<file path="src/hdl/htb_pkg.sv">
// Shared types, constants and decode helpers for the hex text decoder.
// Used by the channel interfaces and by the top level hex_text_to_bytes.
package htb_pkg;

    // Output byte counter width (valid range 8 to 32)
    localparam int COUNT_WIDTH = 16;
    localparam int CHAR_W      = 8;
    localparam int CFG_W       = 16;
    localparam int STATUS_W    = 3;
    // Width at which the byte count and the capacity are compared
    localparam int CMP_W       = (COUNT_WIDTH > CFG_W) ? COUNT_WIDTH : CFG_W;

    // Characters with a role of their own
    localparam logic [CHAR_W-1:0] CHAR_ZERO  = 8'h30;  // '0'
    localparam logic [CHAR_W-1:0] CHAR_NINE  = 8'h39;  // '9'
    localparam logic [CHAR_W-1:0] CHAR_X_LC  = 8'h78;  // 'x'
    localparam logic [CHAR_W-1:0] CHAR_A_LC  = 8'h61;  // 'a'
    localparam logic [CHAR_W-1:0] CHAR_F_LC  = 8'h66;  // 'f'
    localparam logic [CHAR_W-1:0] CHAR_A_UC  = 8'h41;  // 'A'
    localparam logic [CHAR_W-1:0] CHAR_F_UC  = 8'h46;  // 'F'
    localparam logic [CHAR_W-1:0] CHAR_SPACE = 8'h20;
    localparam logic [CHAR_W-1:0] CHAR_TAB   = 8'h09;
    localparam logic [CHAR_W-1:0] CHAR_CR    = 8'h0D;

    // Offsets that map letter digits onto 10..15
    localparam logic [CHAR_W-1:0] LC_OFFSET  = 8'h57;
    localparam logic [CHAR_W-1:0] UC_OFFSET  = 8'h37;

    // Completion status of one text
    typedef enum logic [STATUS_W-1:0] {
        ST_OK      = 3'd0,
        ST_INVALID = 3'd1,
        ST_ODD     = 3'd2,
        ST_TRUNC   = 3'd3,
        ST_CAP     = 3'd4
    } status_t;

    // Return {is_hex, nibble} for one character
    function automatic logic [4:0] hex_nibble(input logic [CHAR_W-1:0] c);
        logic [CHAR_W-1:0] diff;
        logic [4:0]        res;
        diff = '0;
        res  = '0;
        if (c inside {[CHAR_ZERO:CHAR_NINE]})
        begin
            diff = c - CHAR_ZERO;
            res  = {1'b1, diff[3:0]};
        end
        else if (c inside {[CHAR_A_LC:CHAR_F_LC]})
        begin
            diff = c - LC_OFFSET;
            res  = {1'b1, diff[3:0]};
        end
        else if (c inside {[CHAR_A_UC:CHAR_F_UC]})
        begin
            diff = c - UC_OFFSET;
            res  = {1'b1, diff[3:0]};
        end
        return res;
    endfunction

    // Space, TAB, LF, VT, FF and CR
    function automatic logic is_space(input logic [CHAR_W-1:0] c);
        return (c == CHAR_SPACE) || (c inside {[CHAR_TAB:CHAR_CR]});
    endfunction

endpackage

</file>
<file path="src/hdl/htb_channels.sv">
// Valid/ready channel interfaces of the hex text decoder: character input,
// decoded byte output and capacity register write. Depends on htb_pkg.
interface htb_in_if import htb_pkg::*; ();
    logic              valid;
    logic              ready;
    logic [CHAR_W-1:0] in_char;
    logic              last;

    modport source (output valid, output in_char, output last, input ready);
    modport sink   (input valid, input in_char, input last, output ready);
endinterface

interface htb_out_if import htb_pkg::*; ();
    logic                valid;
    logic                ready;
    logic [CHAR_W-1:0]   out_byte;
    logic                byte_valid;
    logic                done_res;
    logic [STATUS_W-1:0] status;

    modport source (output valid, output out_byte, output byte_valid,
                    output done_res, output status, input ready);
    modport sink   (input valid, input out_byte, input byte_valid,
                    input done_res, input status, output ready);
endinterface

interface htb_cfg_if import htb_pkg::*; ();
    logic             valid;
    logic             ready;
    logic [CFG_W-1:0] max_out_bytes;

    modport source (output valid, output max_out_bytes, input ready);
    modport sink   (input valid, input max_out_bytes, output ready);
endinterface

</file>
<file path="src/hdl/hex_text_to_bytes.sv">
// Streaming ASCII-hex to binary decoder, top level.
// Depends on htb_pkg and the channel interfaces in htb_channels.sv.
// A result appears on dout in the cycle after its character beat is taken.
// Throughput: one character per cycle unless dout stalls; the decode and
// nibble merge is one combinational pass from the decoder state into the output register.
// Reset (rst_n low, asynchronous) clears the decoder state, the byte count,
// the output register and sets max_out_bytes to 0 (no limit).
module hex_text_to_bytes
    import htb_pkg::*;
(
    input  logic         clk,
    input  logic         rst_n,
    htb_in_if.sink       din,
    htb_cfg_if.sink      cfg,
    htb_out_if.source    dout
);

    typedef struct packed {
        logic                   have_high;
        logic [3:0]             high_nibble;
        status_t                err;
        logic [COUNT_WIDTH-1:0] count;
        logic                   emit;
        logic [CHAR_W-1:0]      data;
    } dec_t;

    // Place one nibble; emit a byte when the pair completes and room is left
    function automatic dec_t take_digit(input dec_t s, input logic [3:0] v,
                                        input logic [CFG_W-1:0] cap);
        dec_t r;
        r = s;
        if (!s.have_high)
        begin
            r.high_nibble = v;
            r.have_high   = 1'b1;
        end
        else
        begin
            r.have_high = 1'b0;
            if ((cap != '0) && (CMP_W'(s.count) >= CMP_W'(cap)))
            begin
                if (s.err == ST_OK)
                    r.err = ST_CAP;
            end
            else
            begin
                r.emit = 1'b1;
                r.data = {s.high_nibble, v};
                if (s.count != '1)
                    r.count = s.count + 1'b1;
            end
        end
        return r;
    endfunction

    // Decoder state
    logic                   zero_pending_reg, zero_pending_next;
    logic [3:0]             high_nibble_reg, high_nibble_next;
    logic                   have_high_reg, have_high_next;
    logic [1:0]             prefix_due_reg, prefix_due_next;
    status_t                error_reg, error_next;
    logic [COUNT_WIDTH-1:0] bytes_done_reg, bytes_done_next;
    logic [CFG_W-1:0]       max_out_bytes_reg;

    // Output register
    logic                   out_valid_reg, out_valid_next;
    logic [CHAR_W-1:0]      out_byte_reg;
    logic                   byte_valid_reg;
    logic                   done_res_reg;
    logic [STATUS_W-1:0]    status_reg;

    logic                   in_fire;
    logic                   has_result;
    logic                   res_emit;
    logic [CHAR_W-1:0]      res_byte;
    logic [STATUS_W-1:0]    res_status;

    // Take a beat whenever the output register is free or being drained
    assign din.ready = !out_valid_reg || dout.ready;
    assign in_fire   = din.valid && din.ready;
    assign cfg.ready = 1'b1;

    // Decode one character
    always_comb
    begin
        dec_t              s;
        logic [4:0]        hn;
        logic              zp;
        logic [1:0]        pdd;
        logic              plain;

        s.have_high   = have_high_reg;
        s.high_nibble = high_nibble_reg;
        s.err         = error_reg;
        s.count       = bytes_done_reg;
        s.emit        = 1'b0;
        s.data        = '0;
        zp            = zero_pending_reg;
        pdd           = prefix_due_reg;
        plain         = 1'b0;
        hn            = hex_nibble(din.in_char);

        if ((error_reg != ST_INVALID) && (error_reg != ST_TRUNC))
        begin
            if (prefix_due_reg != 2'd0)
            begin
                // Digits after a 0x prefix
                if (din.last && (prefix_due_reg == 2'd2))
                    s.err = ST_TRUNC;
                else if (!hn[4])
                    s.err = ST_INVALID;
                else
                begin
                    s   = take_digit(s, hn[3:0], max_out_bytes_reg);
                    pdd = prefix_due_reg - 2'd1;
                    if (din.last && (pdd != 2'd0))
                        s.err = ST_TRUNC;
                end
            end
            else if (zero_pending_reg)
            begin
                // Resolve the held zero: prefix or plain digit
                zp = 1'b0;
                if (din.in_char == CHAR_X_LC)
                begin
                    if (din.last)
                        s.err = ST_TRUNC;
                    else
                        pdd = 2'd2;
                end
                else
                begin
                    s     = take_digit(s, 4'd0, max_out_bytes_reg);
                    plain = 1'b1;
                end
            end
            else
                plain = 1'b1;
        end

        // Ordinary character handling
        if (plain && !is_space(din.in_char))
        begin
            if ((din.in_char == CHAR_ZERO) && !din.last)
                zp = 1'b1;
            else if (!hn[4])
                s.err = ST_INVALID;
            else
                s = take_digit(s, hn[3:0], max_out_bytes_reg);
        end

        // End of text: odd digit check
        if (din.last && ((s.err == ST_OK) || (s.err == ST_CAP)) && s.have_high)
            s.err = ST_ODD;

        has_result = s.emit || din.last;
        res_emit   = s.emit;
        res_byte   = s.emit ? s.data : '0;
        res_status = din.last ? s.err : ST_OK;

        // Return to reset state after the last character
        if (din.last)
        begin
            zero_pending_next = 1'b0;
            high_nibble_next  = '0;
            have_high_next    = 1'b0;
            prefix_due_next   = 2'd0;
            error_next        = ST_OK;
            bytes_done_next   = '0;
        end
        else
        begin
            zero_pending_next = zp;
            high_nibble_next  = s.high_nibble;
            have_high_next    = s.have_high;
            prefix_due_next   = pdd;
            error_next        = s.err;
            bytes_done_next   = s.count;
        end
    end

    // Output register occupancy
    always_comb
    begin
        out_valid_next = out_valid_reg;
        if (in_fire)
            out_valid_next = has_result;
        else if (dout.ready)
            out_valid_next = 1'b0;
    end

    // Hold control state and configuration
    always_ff @(posedge clk or negedge rst_n)
    begin
        if (!rst_n)
        begin
            zero_pending_reg  <= 1'b0;
            high_nibble_reg   <= '0;
            have_high_reg     <= 1'b0;
            prefix_due_reg    <= 2'd0;
            error_reg         <= ST_OK;
            bytes_done_reg    <= '0;
            max_out_bytes_reg <= '0;
            out_valid_reg     <= 1'b0;
        end
        else
        begin
            out_valid_reg <= out_valid_next;
            if (cfg.valid && cfg.ready)
                max_out_bytes_reg <= cfg.max_out_bytes;
            if (in_fire)
            begin
                zero_pending_reg <= zero_pending_next;
                high_nibble_reg  <= high_nibble_next;
                have_high_reg    <= have_high_next;
                prefix_due_reg   <= prefix_due_next;
                error_reg        <= error_next;
                bytes_done_reg   <= bytes_done_next;
            end
        end
    end

    // Load the result beat payload
    always_ff @(posedge clk or negedge rst_n)
    begin
        if (!rst_n)
        begin
            out_byte_reg   <= '0;
            byte_valid_reg <= 1'b0;
            done_res_reg   <= 1'b0;
            status_reg     <= ST_OK;
        end
        else if (in_fire && has_result)
        begin
            out_byte_reg   <= res_byte;
            byte_valid_reg <= res_emit;
            done_res_reg   <= din.last;
            status_reg     <= res_status;
        end
    end

    assign dout.valid      = out_valid_reg;
    assign dout.out_byte   = out_byte_reg;
    assign dout.byte_valid = byte_valid_reg;
    assign dout.done_res   = done_res_reg;
    assign dout.status     = status_reg;

    // A result beat always carries a byte or an end of text
    a_beat_has_content: assert property (@(posedge clk) disable iff (!rst_n)
        dout.valid |-> (dout.byte_valid || dout.done_res))
        else $error("result beat with neither byte nor done");

    // Status is zero except on the done beat
    a_status_only_on_done: assert property (@(posedge clk) disable iff (!rst_n)
        (dout.valid && !dout.done_res) |-> (dout.status == ST_OK))
        else $error("status set on a non-final beat");

    // Byte field is zero when no byte is carried
    a_byte_zero_when_empty: assert property (@(posedge clk) disable iff (!rst_n)
        (dout.valid && !dout.byte_valid) |-> (dout.out_byte == '0))
        else $error("byte field not cleared");

    // State returns to reset after the last character
    a_clear_after_last: assert property (@(posedge clk) disable iff (!rst_n)
        (in_fire && din.last) |=> (bytes_done_reg == '0 && !have_high_reg &&
                                   !zero_pending_reg && prefix_due_reg == 2'd0))
        else $error("decoder state not cleared after last");

    // A held zero and due prefix digits never coexist
    a_zero_vs_prefix: assert property (@(posedge clk) disable iff (!rst_n)
        (prefix_due_reg != 2'd0) |-> !zero_pending_reg)
        else $error("held zero while prefix digits are due");

endmodule
</file>
<file path="src/flat_wrapper.sv">
// flat-port wrapper written by rule: the top's interface ports become plain ports
module hex_text_to_bytes_flat import htb_pkg::*;
  (clk, rst_n, din_valid, din_in_char, din_last, din_ready, cfg_valid, cfg_max_out_bytes, cfg_ready, dout_valid, dout_out_byte, dout_byte_valid, dout_done_res, dout_status, dout_ready);
  htb_in_if din_i ();
  htb_cfg_if cfg_i ();
  htb_out_if dout_i ();
  input  logic clk;
  input  logic rst_n;
  input wire logic [$bits(din_i.valid)-1:0] din_valid;
  input wire logic [$bits(din_i.in_char)-1:0] din_in_char;
  input wire logic [$bits(din_i.last)-1:0] din_last;
  output wire logic [$bits(din_i.ready)-1:0] din_ready;
  input wire logic [$bits(cfg_i.valid)-1:0] cfg_valid;
  input wire logic [$bits(cfg_i.max_out_bytes)-1:0] cfg_max_out_bytes;
  output wire logic [$bits(cfg_i.ready)-1:0] cfg_ready;
  output wire logic [$bits(dout_i.valid)-1:0] dout_valid;
  output wire logic [$bits(dout_i.out_byte)-1:0] dout_out_byte;
  output wire logic [$bits(dout_i.byte_valid)-1:0] dout_byte_valid;
  output wire logic [$bits(dout_i.done_res)-1:0] dout_done_res;
  output wire logic [$bits(dout_i.status)-1:0] dout_status;
  input wire logic [$bits(dout_i.ready)-1:0] dout_ready;
  assign din_i.valid = din_valid;
  assign din_i.in_char = din_in_char;
  assign din_i.last = din_last;
  assign din_ready = din_i.ready;
  assign cfg_i.valid = cfg_valid;
  assign cfg_i.max_out_bytes = cfg_max_out_bytes;
  assign cfg_ready = cfg_i.ready;
  assign dout_valid = dout_i.valid;
  assign dout_out_byte = dout_i.out_byte;
  assign dout_byte_valid = dout_i.byte_valid;
  assign dout_done_res = dout_i.done_res;
  assign dout_status = dout_i.status;
  assign dout_i.ready = dout_ready;
  hex_text_to_bytes u_core (.clk(clk), .rst_n(rst_n), .din(din_i), .cfg(cfg_i), .dout(dout_i));
endmodule
</file>
<file path="config.mk">
export PLATFORM = sky130hd
export DESIGN_NAME = hex_text_to_bytes_flat
export DESIGN_NICKNAME = d
export VERILOG_FILES = /design/src/hdl/htb_pkg.sv /design/src/hdl/htb_channels.sv /design/src/hdl/hex_text_to_bytes.sv /design/src/flat_wrapper.sv
export SDC_FILE = /design/constraint.sdc
export NUM_CORES = 1
export LEC_CHECK = 0
export BUFFER_PORTS_ARGS = -buffer_cell sky130_fd_sc_hd__buf_2
export CORE_UTILIZATION = 34
export DETAILED_ROUTE_END_ITERATION = 8
export PLACE_DENSITY = 0.53
export SYNTH_ARGS = -nofsm -noshare
export SYNTH_HDL_FRONTEND = slang
export SYNTH_SLANG_ARGS = --single-unit
</file>
<file path="constraint.sdc">
create_clock -name clk -period 6.2 [get_ports clk]
set_input_delay 1.55 -clock clk [delete_from_list [all_inputs] [get_ports clk]]
set_output_delay 1.55 -clock clk [all_outputs]
set_load 0.05 [all_outputs]
</file>
Word level (Yosys, flattened, before mapping)

Index checks and enable logic that the tools add are counted.

Bits in registers: 57
Input bits: 30
Output and inout bits: 16
Logic and storage cells: 136

Add/sub/neg operators: 6
Order comparisons: 10
Equality and inequality tests: 11
Muxes and demuxes: 64
Reductions and logical operators: 33

Operator list:

| cell                                                                             | count |
|---|---|
| 25-bit two-way mux                                                               | 7 |
| 33-bit two-way mux                                                               | 5 |
| 28-bit two-way mux                                                               | 3 |
| 16-bit two-way mux                                                               | 3 |
| 3-bit two-way mux                                                                | 13 |
| 5-bit two-way mux                                                                | 7 |
| 16-bit by 1-bit adder with 16-bit output, second input constant                  | 2 |
| 16-bit >= comparator                                                             | 2 |
| 16-bit inequality test, second input constant                                    | 2 |
| 8-bit by 6-bit equality test with 1-bit output, second input constant            | 2 |
| 8-bit by 7-bit >= comparator with 1-bit output, second input constant            | 2 |
| 8-bit by 7-bit less-or-equal comparator with 1-bit output, second input constant | 2 |
| 4-bit two-way mux                                                                | 4 |
| 16-bit nonzero test                                                              | 1 |
| 1-bit logical AND                                                                | 15 |
| 1-bit two-way mux                                                                | 14 |
| 2-bit two-way mux                                                                | 7 |
| 3-bit logical NOT                                                                | 3 |
| 8-bit by 7-bit equality test with 1-bit output, second input constant            | 1 |
| 8-bit by 4-bit >= comparator with 1-bit output, second input constant            | 1 |
| 8-bit by 6-bit >= comparator with 1-bit output, second input constant            | 1 |
| 8-bit by 4-bit less-or-equal comparator with 1-bit output, second input constant | 1 |
| 8-bit by 6-bit less-or-equal comparator with 1-bit output, second input constant | 1 |
| 8-bit two-way mux                                                                | 1 |
| 13 further kinds                                                                 | 24 |

Longest topological paths before layout

Depth in word-level cells: 25
Mapped depth: 22
Depth with buffers taken out: 20

Least setup slack after synthesis

Ideal clock, no wire load.

Kind: input -> register
Start point: in din_in_char[1]
End point: reg u_core.bytes_done_reg[13]
Library setup time: 0.096 ns
Arrival: 5.908 ns
Data required time: 6.104 ns
Slack: 0.197 ns
Cell stages on the path: 20
Buffers on the path: 1
Path through: inv_1 ha_1 o21bai_1 a211oi_2 o21ai_1 and2_1 buf_2 nor4_2 mux2i_1 inv_1 ha_1 a21o_1 a21o_1 a21oi_1 o21ai_0 o21ai_0 nand2_1 nor4_1 mux2_2 o31ai_1

Cells in the longest elaborated chain, start to end: 17
Elaborated cells on any way between the ends: 46
Those cells by class: 1 x add/sub; 9 x order compare; 4 x eq/ne; 23 x mux; 9 x reduce/logical

RTL lines:

| item                                                                                                                        | line                                             | text |
|---|---|---|
| start, declared                                                                                                             | flat_wrapper.sv:10                               | `input wire logic [$bits(din_i.in_char)-1:0] din_in_char;` |
| 8-bit by 7-bit >= comparator with 1-bit output or 8-bit by 7-bit less-or-equal comparator with 1-bit output (tied branches) | htb_pkg.sv:54                                    | `else if (c inside {[CHAR_A_UC:CHAR_F_UC]})` |
| 1-bit logical AND                                                                                                           | htb_pkg.sv:54                                    |  |
| 5-bit two-way mux                                                                                                           | htb_pkg.sv:54                                    |  |
| 5-bit two-way mux                                                                                                           | htb_pkg.sv:49                                    | `else if (c inside {[CHAR_A_LC:CHAR_F_LC]})` |
| 5-bit two-way mux                                                                                                           | htb_pkg.sv:44                                    | `if (c inside {[CHAR_ZERO:CHAR_NINE]})` |
| 25-bit two-way mux                                                                                                          | hex_text_to_bytes.sv:110                         | `else if (!hn[4])` |
| 25-bit two-way mux                                                                                                          | hex_text_to_bytes.sv:108                         | `if (din.last && (prefix_due_reg == 2'd2))` |
| 33-bit two-way mux                                                                                                          | hex_text_to_bytes.sv:105                         | `if (prefix_due_reg != 2'd0)` |
| 33-bit two-way mux                                                                                                          | hex_text_to_bytes.sv:103                         | `if ((error_reg != ST_INVALID) && (error_reg != ST_TRUNC))` |
| 16-bit by 1-bit adder with 16-bit output, or another cell as far along                                                      | hex_text_to_bytes.sv:50                          | `r.count = s.count + 1'b1;` |
| 16-bit two-way mux or 1-bit logical AND (tied branches)                                                                     | hex_text_to_bytes.sv:49, hex_text_to_bytes.sv:40 |  |
| 25-bit two-way mux                                                                                                          | hex_text_to_bytes.sv:40                          | `if ((cap != '0) && (CMP_W'(s.count) >= CMP_W'(cap)))` |
| 28-bit two-way mux                                                                                                          | hex_text_to_bytes.sv:32                          | `if (!s.have_high)` |
| 25-bit two-way mux                                                                                                          | hex_text_to_bytes.sv:146                         | `else if (!hn[4])` |
| 33-bit two-way mux                                                                                                          | hex_text_to_bytes.sv:144                         | `if ((din.in_char == CHAR_ZERO) && !din.last)` |
| 33-bit two-way mux *                                                                                                        | hex_text_to_bytes.sv:142                         | `if (plain && !is_space(din.in_char))` |
| 16-bit two-way mux *                                                                                                        | hex_text_to_bytes.sv:162                         | `if (din.last)` |
| end signal, assigned                                                                                                        | hex_text_to_bytes.sv:218                         | `bytes_done_reg <= bytes_done_next;` |
| end, declared                                                                                                               | hex_text_to_bytes.sv:62                          | `logic [COUNT_WIDTH-1:0] bytes_done_reg, bytes_done_next;` |

Every way passes the cells marked *; elsewhere a longest branch is shown, timed or not.
A chain may end at the register's enable or synchronous reset.

Worst setup path after layout

Start point: in din_in_char[0]
End point: reg u_core.bytes_done_reg[13]

Same word-level chain as after synthesis.

==> flow_summary.json <==
{
  "max_freq_ghz": 0.176,
  "cts-root-buf": "clkbuf_16",
  "cts_sinks": 57,
  "power.density_nw_per_um2": 232,
  "finalWirelength_um": 13300,
  "drc": 0,
  "numPortBuffers": 44,
  "finalSetupViolCount": 0,
  "drv_slew": 0,
  "crit_slowest_cell": "or3b_4",
  "coreArea_um2": 13200,
  "first_pass_iters": 5,
  "avgSynthCellArea_um2": 8.35,
  "rsz0062_at_grt": "no",
  "ys_ff_latch": 57,
  "drt-initial-drc-count": 342,
  "hold_buffers": 0,
  "place_inst": 765,
  "worst_setup_path_start_kind": "primary input",
  "synthTopCellsByArea": "dfrtp_1, ha_1, nand2_1",
  "core.rowCount": 42,
  "ys_types": 77,
  "crit_required_ns": 6.44,
  "tightest_slew_ns": 0.905,
  "track_usage_pct": 19.8,
  "yosysWarnings": 0,
  "synth-edff-count": 0,
  "grt_max_degree": 58,
  "ctsResizeCount": 0,
  "fin_setup_tns_ns": 0,
  "tritoncts": "yes",
  "routed-via-count": 4290,
  "worstPathArrival_ns": 5.93,
  "antenna_found_initial": 0,
  "cap_violations": 0,
  "path_cells": "buf_2 -> inv_1 -> ha_1 -> nand2b_2 -> o31ai_2 -> or3b_4 -> and2_1 -> nor4_2 -> mux2i_1 -> inv_1 -> ha_1 -> a21o_1 -> a21o_1 -> a21oi_1 -> o21ai_0 -> o21ai_0 -> nand2_1 -> nor4_1 -> buf_4 -> mux2_2 -> o31ai_1",
  "yosys.area.top_type": "dfrtp_1",
  "start_util_pct": 35.0,
  "slowest_delay_ns": 0.40,
  "crit_path_end_kind": "flop",
  "wl_per_cell_um": 17.0,
  "synthArstFlopShare_pct": 100,
  "drive_above_1_share_pct": 16.4,
  "slew_headroom_pct": 39.4,
  "place_congestion": 0.874,
  "pin_count": 46,
  "clock_latency_ns": 0.34,
  "syn_inst": 555,
  "clockBufferDepth": 2,
  "die_h_um": 119,
  "die_w_um": 119,
  "crit_type": "in2reg",
  "area_delta_synth_final_pct": 16.8,
  "syn_nets": 625,
  "finalCritPeriodShare_pct": 91.7,
  "cts_buffers": 9,
  "clk_pin_slew_ns": 0.06,
  "status": "completed",
  "final_common_cell": "nand2_1",
  "netlist.area_leader.share_pct": 30.8,
  "finalHoldViolCount": 0,
  "antenna_cells": 0,
  "min_path_type": "reg2reg",
  "synth_area_um2": 4630,
  "period_needed_ns": 5.69,
  "fin_skew_ns": 0.00434,
  "worstPathMaxFanout": 6,
  "hpwlAfterDp_um": 9930,
  "overflow": 0,
  "fin_area_um2": 5410,
  "dpl-instance-area_um2": 5090,
  "layout_common_cells": "nand2_1, dfrtp_1, buf_2",
  "yosysSeqAreaShare_pct": 30.8,
  "finalNetCount": 670,
  "grt_pass1_wl_um": 21900,
  "grt_pass1_vias": 4255,
  "cts_setup_buffers": 0,
  "postRouteAntennaNets": 0,
  "die-area_um2": 14100,
  "ctsHtreeMaxLevel": 3,
  "synthFlopType": "dfrtp_1",
  "p_leak_nw": 2.54,
  "vias_per_cell": 5.49,
  "fin_cells": 781,
  "ir_drop_uv": 98.9
}
[power by group]
group / internal (W) / switching, W
registers: 0.000398 / 0.0000220
logic: 0.0000951 / 0.000193
clock network: 0.000351 / 0.000194
total: 0.000844 / 0.000409
[cells by family (layout without fill, tap and decap cells)]
| kind of cell | after synthesis | in the layout | synth area share (%) |
|---|---|---|---|
| simple gates | 212 | 212 | 23.4 |
| compound gates | 150 | 150 | 23.2 |
| buf+inv | 64 | 114 | 5.35 |
| flops | 57 | 57 | 30.8 |
| fa+ha+maj | 41 | 41 | 11.0 |
| xor+xnor | 20 | 20 | 3.78 |
| mux | 10 | 10 | 2.38 |
| other cells | 1 | 1 | 0.0809 |
[metal layers]
metal / global-route usage [%] / routed length [um]
met1: 26.4 / 6320
met2: 32.1 / 6170
met3: 3.62 / 580
met4: 6.80 / 189
met5: 0 / 0
[through the flow]
stage                     worst slack (ns)  hold WS, ns  utilization (%)  power, W
after floorplan                      0.197        0.465                -  0.000621
after global placement               0.307        0.460             38.5  0.000702
after detailed placement             0.215        0.459             38.5  0.000712
after CTS                            0.536        0.473             40.9   0.00126
after global routing                 0.242        0.488             40.9   0.00132
final                                0.512        0.463             40.9   0.00125
[worst paths after layout]
check                                                      from                                      end  slack (ns)  cells past startpoint
max reg2reg                u_core.bytes_done_reg[1]$_DFFE_PN0P_    u_core.bytes_done_reg[13]$_DFFE_PN0P_        1.05                     20
min in group asynchronous                                 rst_n  u_core.max_out_bytes_reg[0]$_DFFE_PN0P_        1.36                      2
max in group asynchronous                                 rst_n     u_core.bytes_done_reg[1]$_DFFE_PN0P_        4.29                      2
min reg2reg                  u_core.dout.byte_valid$_DFFE_PN0P_       u_core.dout.byte_valid$_DFFE_PN0P_        0.46                      2
max                                              din_in_char[0]    u_core.bytes_done_reg[13]$_DFFE_PN0P_        0.51                     21
min                          u_core.dout.byte_valid$_DFFE_PN0P_       u_core.dout.byte_valid$_DFFE_PN0P_        0.46                      2
[critical path, delay by kind of cell]
kind	cells	cell delay [ns]
compound gates	7	1.17
fa+ha+maj	2	0.55
buf+inv	4	0.49
mux	2	0.61
simple gates	6	1.57
[cell usage after synthesis, types with 9 or more instances]
cell,number
nand3_1,26
dfrtp_1,57
xnor2_1,14
nor2_1,26
inv_1,36
nor3_1,12
nand2_1,75
clkbuf_1,23
a31oi_1,9
ha_1,40
a21oi_1,23
nand2b_1,9
a22o_1,12
a21o_1,10
nand4_1,9
o21ai_0,32
[final cells by class]
class,count,area (um^2)
flip-flops and latches,57,1430
clock inverters,7,93.8
inverters,37,139
well taps,176,220
clock buffers,9,225
repair buffers,61,348
fillers,1348,7830
multi-input cells,434,2960
(Power assumes the default switching activity.)
